`config.mk`:
```
export PLATFORM = sky130hd
export DESIGN_NAME = cbb_crc_unit
export DESIGN_NICKNAME = d
export VERILOG_FILES = /design/src/rtl/core/cursor_byte_buffer_with_crc32_unit_macros.svh /design/src/rtl/core/cbb_pkg.sv /design/src/rtl/core/cbb_crc_unit.sv
export SDC_FILE = /design/constraint.sdc
export NUM_CORES = 1
export LEC_CHECK = 0
export ABC_AREA = 1
export BUFFER_PORTS_ARGS = -buffer_cell sky130_fd_sc_hd__buf_2
export CAP_MARGIN = 20
export CORE_MARGIN = 3
export CORE_UTILIZATION = 50
export DETAILED_ROUTE_END_ITERATION = 16
export PLACE_DENSITY_LB_ADDON = 0.05
export SLEW_MARGIN = 10
export SYNTH_ARGS = -nofsm -noshare
export SYNTH_HDL_FRONTEND = slang
export SYNTH_SLANG_ARGS = --single-unit
```
`constraint.sdc`:
```
create_clock -name clk -period 7.45 [get_ports clk]
set_input_delay 0.745 -clock clk [delete_from_list [all_inputs] [get_ports clk]]
set_output_delay 0.745 -clock clk [all_outputs]
set_load 0.02 [all_outputs]
```
`src/rtl/core/cursor_byte_buffer_with_crc32_unit_macros.svh`:
```
// assertion macros for the cursor byte buffer
`ifndef CURSOR_BYTE_BUFFER_WITH_CRC32_UNIT_MACROS_SVH
`define CURSOR_BYTE_BUFFER_WITH_CRC32_UNIT_MACROS_SVH

// implication checked on every rising clock edge outside reset
`define CBB_ASSERT_IMPL(label, ante, cons, msg) \
    label: assert property (@(posedge clk) disable iff (!rst_n) (ante) |-> (cons)) \
        else $error(msg);

// next-cycle implication checked outside reset
`define CBB_ASSERT_NEXT(label, ante, cons, msg) \
    label: assert property (@(posedge clk) disable iff (!rst_n) (ante) |=> (cons)) \
        else $error(msg);

`endif

```
`src/rtl/core/cbb_pkg.sv`:
```
// shared types and constants for the cursor byte buffer
package cbb_pkg;

    localparam logic [2:0] REQ_WRITE     = 3'd0;
    localparam logic [2:0] REQ_READ      = 3'd1;
    localparam logic [2:0] REQ_FILL      = 3'd2;
    localparam logic [2:0] REQ_SET_READ  = 3'd3;
    localparam logic [2:0] REQ_SET_WRITE = 3'd4;
    localparam logic [2:0] REQ_APPEND    = 3'd5;
    localparam logic [2:0] REQ_CLEAR     = 3'd6;
    localparam logic [2:0] REQ_CRC       = 3'd7;

    localparam logic [1:0] ERR_OK       = 2'd0;
    localparam logic [1:0] ERR_READ_END = 2'd1;
    localparam logic [1:0] ERR_CURSOR   = 2'd2;
    localparam logic [1:0] ERR_CAPACITY = 2'd3;

    localparam logic [31:0] CRC_POLY = 32'hEDB88320;
    localparam logic [31:0] CRC_INIT = 32'hFFFFFFFF;

    typedef struct packed {
        logic [2:0]  req_type;
        logic [1:0]  size_code;
        logic        sign_extend;
        logic [63:0] value;
        logic [12:0] position;
        logic [12:0] fill_count;
        logic [31:0] crc_seed;
    } req_t;

    typedef struct packed {
        logic [63:0] read_data;
        logic [31:0] crc_value;
        logic [1:0]  error_code;
        logic [12:0] buffer_length;
    } rsp_t;

    typedef enum logic [2:0] {
        ST_IDLE,
        ST_WRITE,
        ST_READ_ISSUE,
        ST_READ_WAIT,
        ST_CRC_ISSUE,
        ST_CRC_BIT,
        ST_DONE
    } state_t;

    // crc unit control
    typedef struct packed {
        logic load;
        logic feed;
        logic step;
    } crc_ctl_t;

endpackage

```
`src/rtl/core/cbb_crc_unit.sv`:
```
// bit-serial reflected crc-32 engine
module cbb_crc_unit (
    input  logic             clk,
    input  cbb_pkg::crc_ctl_t ctl,
    input  logic [31:0]      seed,
    input  logic [7:0]       data,
    output logic [31:0]      crc
);

    logic [31:0] crc_reg;
    logic [31:0] crc_next;

    // load seed, xor a byte in, or shift one bit
    always_comb
    begin
        crc_next = crc_reg;
        if (ctl.load)
        begin
            crc_next = seed ^ cbb_pkg::CRC_INIT;
        end
        else if (ctl.feed)
        begin
            crc_next = crc_reg ^ {24'd0, data};
        end
        else if (ctl.step)
        begin
            crc_next = crc_reg[0] ? ((crc_reg >> 1) ^ cbb_pkg::CRC_POLY) : (crc_reg >> 1);
        end
    end

    always_ff @(posedge clk)
    begin
        crc_reg <= crc_next;
    end

    assign crc = crc_reg ^ cbb_pkg::CRC_INIT;

endmodule

```
======== Word-level counts from Yosys, hierarchy flattened ========
Index checks and enable logic that the tools add are counted.
storage, ports and cells
  register bits after elaboration ......... 32
  word-level logic and storage cells ...... 10
  input port bits ......................... 44
cells by class
  bitwise operators ....................... 4
  mux-type cells .......................... 4
  reductions and logical operators ........ 1
operators with widths
  cell                          count
  2-to-1 mux 32 bit             4
  NOT 32 bit                    2
  bitwise XOR 32 x 8 -> 32 bit  1
  NOT 13 -> 14 bit              1
  nonzero test 3 bit            1

======== Logic depth before layout (Yosys ltp) ========
Gate-level depths: netlist of run 1.
  word-level depth ........................ 5
  depth in mapped cells ................... 5

======== Worst setup path before layout of run 1 ========
Ideal clock, no wire load.
  kind .................................... in2reg
  from .................................... in ctl[0] in the netlist's numbering
  to ...................................... reg crc_reg[10] (enable)
  arrival time ............................ 2.509 ns
  required time ........................... 7.012 ns
  stages on the path ...................... 2
  setup time .............................. 0.438 ns
  slack ................................... 4.503 ns
  cells stage by stage .................... inv_1 -> o21ai_0
on the way
  cells in the longest elaborated chain, start to end .. 1
RTL lines
  what                                 line                RTL
  start: declaration                   cbb_crc_unit.sv:4   input cbb_pkg::crc_ctl_t ctl,
  nonzero test 3 bit (no source line)  -
  end signal: assignment               cbb_crc_unit.sv:33  crc_reg <= crc_next;
  end: declaration                     cbb_crc_unit.sv:10  logic [31:0] crc_reg;
Every way passes these cells.
A chain may end at the register's enable or synchronous reset.

======== Final worst setup path of run 1 ========
  from .................................... reg crc_reg[0]
  to ...................................... out crc[0]
on the way
  cells in the longest elaborated chain, start to end .. 1
RTL lines
  what                         line               RTL
  NOT 32 bit (no source line)  -
  end: declaration             cbb_crc_unit.sv:7  output logic [31:0] crc
Every way passes these cells.

==> results.cfg, run 1 <==
[logic_synthesis]
syn_nets = 235
synth_edf_count = 32
synth_ff_type = edfxtp_1
yosysMostFrequentCell = nand2_1
yosysTopAreaCell = edfxtp_1
syn_area_per_cell_um2 = 8.876
syn-cell-area_mm2 = 0.001695
ys_ff_latch = 32
synth_top_cell_area_share_pct = 56.68
synth-seq-area-share_pct = 56.68
postSynthCellCount = 191
async_reset_ff_share_pct = 0
ys_types = 17
synth_area_leaders = edfxtp_1, nand2_1, inv_1, nand3_1, o22ai_1
ys_warn_count = 0
synth_common_cells = nand2_1, inv_1, edfxtp_1, nand3_1

[power]
swShare_pct = 30.94
intPower_mw = 0.2953
ir_drop_uv = 129.2
power_leakage_nw = 1.045
p_comb_share_pct = 24.6
p_clk_share_pct = 20.9
p_sw_mw = 0.1323
p_per_area_mw_per_mm2 = 199.0
seqPwrFrac_pct = 54.5

[sta]
worstMarginPinSlew_ns = 0.5522
rsz0062_at_grt = no
skew_ns = 0.009118
drv_slew = 0
max_freq_mhz = 449.8
final.setup.tns_ns = 0
setup_slack_ns = 5.227
setup_viol = 0
finalHoldViolations = 0
period_share_pct = 29.84
timing.slew.headroom_pct = 63.14
fin_crit_ns = 2.223

[floorplanning]
design.core.area_mm2 = 0.003153
die_h_um = 64.23
die_x_um = 64.23
ios = 76
start_util_pct = 53.77
floorplan.die_area_mm2 = 0.004125
placement_rows = 20

[clocking]
path_clk_slew_ns = 0.09
cts_sinks = 32
postCtsSetupRepairBufs = 0
cts_resized = 0
clock_path_buffers = 2
cts_hold_buffers = 0
cts_root_buffer = clkbuf_4
numCtsBuffers = 5
clock_latency_ns = 0.33
h-tree-depth = 2
cts_tree = yes

[cells_and_area]
largest_register_ff_count = 32
fill_cells = 282
multi_input_area_um2 = 544.3
n_antenna_cell = 0
seq_area_um2 = 960.9
drive_gt1_share_pct = 36.09
syn_to_final_growth_pct = 26.72
nets = 310

[setup_path]
crit_chain = inv_2, buf_2
slowest_stage = edfxtp_1
cp.arrival_ns = 1.48
required_ns = 6.70
crit_path_max_fanout = 16
critPathKind = reg -> out
start_kind = flop
critPathMaxStageDelay_ns = 0.62
r2r_start = crc_reg[0]
crit_path_start = crc_reg[0]
critPathCaptureType = output pin

[grt]
grt_first_pass_wirelength_mm = 6.299
grt_max_degree = 34
grtUsageTotal_pct = 19.69
grt_pass1_vias = 1435
grt_overflow_total = 0
grt_antenna_before_repair = 0

[placement]
pre_cts_slack_ns = 5.345
gp_congestion = 0.7122
portBuffers = 75
dp_hpwl_mm = 2.734

[routing]
post-route-drc-count = 0
drt_iter0_drc = 67
wl_per_cell_um = 12.03
dr.pass1.iters = 4
postRouteAntennaNets = 0
vias = 1520
wirelength_mm = 3.730
vias_per_cell = 4.903

[flow_run]
cap_violations = 0

[worst_hold_path]
hp-start = crc_reg[8]
min-delay-path-class = reg -> reg

[status]
outcome = finished clean
layer usage:
metal | global-route usage, % | part of all wire [%] | vias to the layer above
li1 | - | - | 779
met1 | 26.11 | 44 | 682
met2 | 31.74 | 48 | 55
met3 | 5.272 | 7.3 | 4
met4 | 5.541 | 1.1 | 0
met5 | 0 | 0 | -
critical path: cells and delay by family, from the launching register on:
family	cells	cell delay, ns
flops	1	0.62
buf+inv	2	0.53
worst paths after layout:
| kind | end | slack, ns | depth (start not counted) |
|---|---|---|---|
| max reg2reg | crc_reg[15] | 5.98 | 4 |
| min | crc_reg[7] | 0.59 | 2 |
| max | crc[0] | 5.23 | 2 |
| min reg2reg | crc_reg[7] | 0.59 | 2 |
stage by stage:
stage               area (um^2)  total power, mW  cells  util (%)  hold slack [ns]
finish                     2148           0.4276    310     68.13           0.5940
global route               2148           0.4534    310     68.13           0.6276
CTS                        2148           0.4305    310     68.13           0.5989
detailed placement         2102           0.3431    303     66.67           0.5760
global placement           2074           0.3395    302     65.79           0.5770
floorplan                  1695           0.3039    191         -           0.5319
layout make-up:
| cell class | count | share of cell area [%] |
|---|---|---|
| multi-input cells | 114 | 25.33 |
| flip-flops and latches | 32 | 44.73 |
| clock buffers | 6 | 1.922 |
| repair buffers | 76 | 18.75 |
| clock inverters | 1 | 0.2330 |
| well taps | 44 | 2.563 |
| inverters | 37 | 6.465 |
kinds of logic (layout without fill, tap and decap cells):
kind of cell	Yosys count	in the layout	synth area share (%)
and+or+nand+nor	82	82	21.55
buffers and inverters	45	120	11.44
AOI/OAI and AO/OA	32	32	10.33
DFF	32	32	56.68
cells in the final DEF, fill, tap and decap left out:
master / netlist / routed
clkbuf_4: 0 / 5
inv_1: 33 / 33
o21ai_2: 0 / 1
inv_2: 4 / 4
o21ai_1: 12 / 12
nor2_2: 1 / 1
clkinv_2: 0 / 1
nand3_1: 22 / 22
nor2_1: 7 / 7
edfxtp_1: 32 / 32
or2_1: 1 / 1
or2_2: 7 / 7
nand2_1: 43 / 43
buf_2: 5 / 75
nor2_4: 1 / 1
buf_16: 0 / 1
o22ai_1: 12 / 12
clkbuf_1: 0 / 1
a21oi_1: 7 / 7
power groups by stage:
stage	logic, mW	registers (mW)	clock network, mW
6_report	0.105	0.233	0.0894
5_1_grt	0.118	0.236	0.0990
4_1_cts	0.106	0.233	0.0911
3_5_place_dp	0.106	0.237	0
3_3_place_gp	0.102	0.237	0
2_1_floorplan	0.0709	0.233	0
(Power assumes the default switching activity.)
==> run 2: changes to the inputs <==
- ABC_AREA: 1 -> 0
- CORE_UTILIZATION: 50 -> 42
- clock period: 7.45 -> 1.9 ns (I/O delays scaled with it)
==> run 2 against run 1 <==
Worst hold slack lost 0.39 ns. Total power grew to 4.3 times the previous value. Critical endpoint unchanged. First-iteration DRC count grew 1.5%. Via count shrank 8.7%. Critical path type unchanged.
==> results.cfg, run 2 <==
[status]
outcome = finished clean

[setup_path]
crit_family = flip-flops
cp.arrival_ns = 1.39
crit_chain = inv_1, buf_2
critPathKind = reg -> out
required_ns = 1.71
critPathMaxStageDelay_ns = 0.86
cp_num_buf_inv = 2
slowest_stage = edfxtp_1
crit_path_max_fanout = 16
start_kind = flop
critPathCaptureType = output pin

[logic_synthesis]
synth-simple-area-share_pct = 5.948
syn-cell-area_mm2 = 0.001683
synth_common_cells = edfxtp_1, inv_1, o22ai_1, o21ai_0, xnor2_1
synth_top_family_by_area = compound AO/OA/AOI/OAI gates
synth_fa_ha_area_share_pct = 0
synth_xor_area_share_pct = 10.93
synthMuxAreaShare_pct = 0
syn_nets = 204
synth_compound_area_share_pct = 13.75
syn_area_per_cell_um2 = 10.52
synth_edf_count = 32
postSynthCellCount = 160
ys_ff_latch = 32
synth_area_leaders = edfxtp_1, o22ai_1, inv_1, xnor2_1, o21ai_0
synth-seq-area-share_pct = 57.10
async_reset_ff_share_pct = 0
synth_ff_type = edfxtp_1
ys_warn_count = 0
synth_top_cell_area_share_pct = 57.10
yosysTopAreaCell = edfxtp_1
ys_types = 18

[cells_and_area]
syn_to_final_growth_pct = 26.84
final_cell_mix = buf_2, inv_1, edfxtp_1
nets = 277
drive_gt1_share_pct = 35.90
finish.utilization_pct = 56.60
n_antenna_cell = 0
final_common_cell = buf_2
largest_register_ff_count = 32

[clocking]
numCtsBuffers = 5
cts_resized = 0
cts_tree = yes
path_clk_slew_ns = 0.06
cts_root_buffer = clkbuf_8
cts_sinks = 32
postCtsSetupRepairBufs = 0
clock_latency_ns = 0.28
h-tree-depth = 2
clock_path_buffers = 2
cts_hold_buffers = 0

[sta]
final.setup.tns_ns = 0
finalHoldViolations = 0
fin_crit_ns = 1.585
setup_viol = 0
skew_ns = 0.002673
period_share_pct = 83.40
drv_slew = 0
rsz0062_at_grt = no
worstMarginPinSlew_ns = 0.7774
timing.slew.headroom_pct = 48.17
max_freq_mhz = 631.1
setup_slack_ns = 0.3154

[floorplanning]
placement_rows = 22
start_util_pct = 44.63
floorplan.die_area_mm2 = 0.004802
design.core.area_mm2 = 0.003771
die_h_um = 69.30
ios = 76
die_x_um = 69.30

[placement]
portBuffers = 75
dp_hpwl_mm = 2.776
pre_cts_slack_ns = 0.3856
gp_congestion = 0.7226

[routing]
drt_iter0_drc = 68
wirelength_mm = 3.936
vias = 1388
postRouteAntennaNets = 0
vias_per_cell = 4.922
wl_per_cell_um = 13.96
dr.pass1.iters = 4
post-route-drc-count = 0

[grt]
grt_overflow_total = 0
grt_first_pass_wirelength_mm = 6.527
grt_max_degree = 33
grt_antenna_before_repair = 0
grtUsageTotal_pct = 16.89
grt_pass1_vias = 1385

[worst_hold_path]
min-delay-path-class = in -> reg

[power]
power_leakage_nw = 0.9720
power_mw = 1.847
ir_drop_uv = 389.2
p_per_area_mw_per_mm2 = 865.2

[flow_run]
cap_violations = 0
## run 2: cell count changes after synthesis, sizes merged, moves of 2 or more
cell,delta
a21oi,-7
clkbuf,+2
inv,-3
nand2,-42
nand3,-11
o21ai,+5
o22ai,+8
or2,-8
xnor2,+13
xor2,+8
## run 2: worst reg2reg max path, cell delays in order (launching register included)
cell and delay (ns):
edfxtp_1 0.86, xnor2_1 0.16, a221oi_1 0.28
## run 2: cells by family (layout without fill, tap and decap cells)
kind of cell / Yosys count / after routing
AO/OA/AOI/OAI: 40 / 40
XOR/XNOR: 21 / 21
buffers and inverters: 45 / 119
flip-flops: 32 / 32
AND/OR/NAND/NOR: 22 / 22
## run 2: where the power goes
group          internal [mW]  switching (mW)
Combinational          0.176           0.238
Sequential             0.872          0.0683
Clock                  0.255           0.238
## run 2: final cells by class
class	count	area, um^2
Timing Repair Buffer	77	390.4
Inverter	34	127.6
Tap cell	48	60.06
Multi-Input combinational cell	83	515.5
Fill cell	364	1637
Clock inverter	1	3.754
Clock buffer	7	76.32
Sequential cell	32	960.9
## run 2: stage by stage
stage          area, um^2  hold slack, ns  cells
2_1_floorplan        1683          0.4098    160
3_3_place_gp         2054          0.4903    274
3_5_place_dp         2054          0.4983    274
4_1_cts              2135          0.1965    282
5_1_grt              2135          0.2000    282
6_report             2135          0.2025    282
## run 2: metal layers
layer | track usage [%] | part of all wire [%] | routed length, um | vias to the layer above
met3 | 3.623 | 4.9 | 191 | 7
met5 | 0 | 0 | 0 | -
met2 | 26.91 | 46 | 1826 | 44
met4 | 5.857 | 1.3 | 51 | 0
met1 | 22.82 | 47 | 1867 | 646
li1 | - | - | - | 691
## run 2: path summary, 6_finish.rpt
kind	startpoint	endpoint	slack, ns	depth (start not counted)
hold reg to reg	crc_reg[13]	crc_reg[12]	0.60	2
setup / recovery	crc_reg[0]	crc[0]	0.32	2
hold / removal	seed[14]	crc_reg[14]	0.20	2
setup reg to reg	crc_reg[0]	crc_reg[5]	0.42	2
==> run 3: changes to the inputs <==
- ABC_AREA: 0 -> 1
- clock period: 1.9 -> 1.3 ns (I/O delays scaled with it)
==> run 3 against run 2 <==
Utilization grew 2.6 points. Worst setup slack lost 0.24 ns. Critical path depth is the same. First-iteration DRC count grew 12%. Cell area grew 4.5%. Global-route usage grew 0.050 points. Total power grew 46%. Combinational power grew 54%. Die area grew 0.68%. Via count grew 10%. Critical path type unchanged. Largest power group unchanged. Highest routed layer unchanged.
==> results.cfg, run 3 (synthesized netlist as in run 1, its figures left out) <==
[setup_path]
crit_path_max_fanout = 15
cp_num_buf_inv = 2
critPathMaxStageDelay_ns = 0.45
start_kind = flop
cp.arrival_ns = 1.10
critPathKind = reg -> out
required_ns = 1.17
critPathCaptureType = output pin
crit_family = flip-flops
slowest_stage = edfxtp_1
crit_chain = inv_4, buf_2

[grt]
grt_max_degree = 25
grt_antenna_before_repair = 0
grt_overflow_total = 0
grtUsageTotal_pct = 16.94
grt_first_pass_wirelength_mm = 6.486
grt_pass1_vias = 1386

[floorplanning]
die_x_um = 69.54
die_h_um = 69.54
start_util_pct = 44.96
floorplan.die_area_mm2 = 0.004835
placement_rows = 22
design.core.area_mm2 = 0.003771
ios = 76

[routing]
vias = 1532
post-route-drc-count = 0
postRouteAntennaNets = 0
vias_per_cell = 4.773
wirelength_mm = 4.009
wl_per_cell_um = 12.49
dr.pass1.iters = 4
drt_iter0_drc = 76

[cells_and_area]
nets = 316
final_cells = 321
n_antenna_cell = 0
final_common_cell = buf_2
final_cell_mix = buf_2, nand2_1, inv_1
drive_gt1_share_pct = 37.36
syn_to_final_growth_pct = 31.59
finish.utilization_pct = 59.16
largest_register_ff_count = 32

[sta]
skew_ns = 0.008134
finalHoldViolations = 0
timing.slew.headroom_pct = 74.34
drv_slew = 0
worstMarginPinSlew_ns = 0.3845
max_freq_mhz = 815.7
rsz0062_at_grt = no
final.setup.tns_ns = 0
period_share_pct = 94.30
setup_viol = 0
hold_ws_ns = 0.1248
fin_crit_ns = 1.226

[flow_run]
cap_violations = 0

[placement]
dp_hpwl_mm = 2.952
gp_congestion = 0.7599
portBuffers = 75
dp_cells = 313

[worst_hold_path]
min-delay-path-class = in -> reg

[clocking]
h-tree-depth = 2
clock_latency_ns = 0.28
path_clk_slew_ns = 0.07
numCtsBuffers = 5
cts_root_buffer = clkbuf_8
cts_sinks = 32
clock_path_buffers = 2
cts_tree = yes

[power]
ir_drop_uv = 639.1
p_per_area_mw_per_mm2 = 1206
power_leakage_nw = 1.082

[status]
outcome = finished clean
-- run 3: area by class of cell --
| cell class | count | area [um^2] |
|---|---|---|
| fill | 345 | 1540 |
| sequential | 32 | 960.9 |
| multi-input combinational | 114 | 544.3 |
| timing repair buffer | 82 | 440.4 |
| inverter | 37 | 141.4 |
| clock buffer | 6 | 72.57 |
| tap | 48 | 60.06 |
| clock inverter | 2 | 11.26 |
-- run 3: repair_timing --
action,CTS,global route
setup endpoints to repair,0,1
setup buffers,0,0
gates resized for setup,0,1
hold buffers,0,0
-- run 3: report_power, final --
part | switching (mW) | leakage, nW | internal (mW)
sequential | 0.0584 | 0.334 | 1.27
clock | 0.360 | 0.0388 | 0.371
combinational | 0.394 | 0.710 | 0.239
total | 0.812 | 1.08 | 1.88
-- run 3: metrics by stage --
| step | total power, mW | instance area, um^2 | worst slack [ns] |
|---|---|---|---|
| detailed placement | 1.987 | 2145 | 0.1534 |
| floorplan | 1.741 | 1699 | 0.07088 |
| global placement | 1.979 | 2145 | 0.1889 |
| finish | 2.691 | 2231 | 0.07405 |
| global route | 2.844 | 2231 | 0.004844 |
| CTS | 2.724 | 2228 | 0.003270 |
-- run 3: final timing paths --
check             startpoint          end  slack (ns)  cells after the start
setup / recovery  crc_reg[0]       crc[0]        0.07                      2
hold / removal      seed[23]  crc_reg[23]        0.12                      2
setup reg to reg  crc_reg[0]   crc_reg[0]        0.16                      3
hold reg to reg   crc_reg[8]   crc_reg[7]        0.59                      2
-- run 3: routing by layer --
layer  part of all wire [%]  GRT usage [%]  vias to the layer above
met5                      0              0                        -
met4                    1.9          7.592                        0
met3                    6.9          5.797                        8
met2                     45          24.36                       48
met1                     46          22.98                      681
li1                       -              -                      795
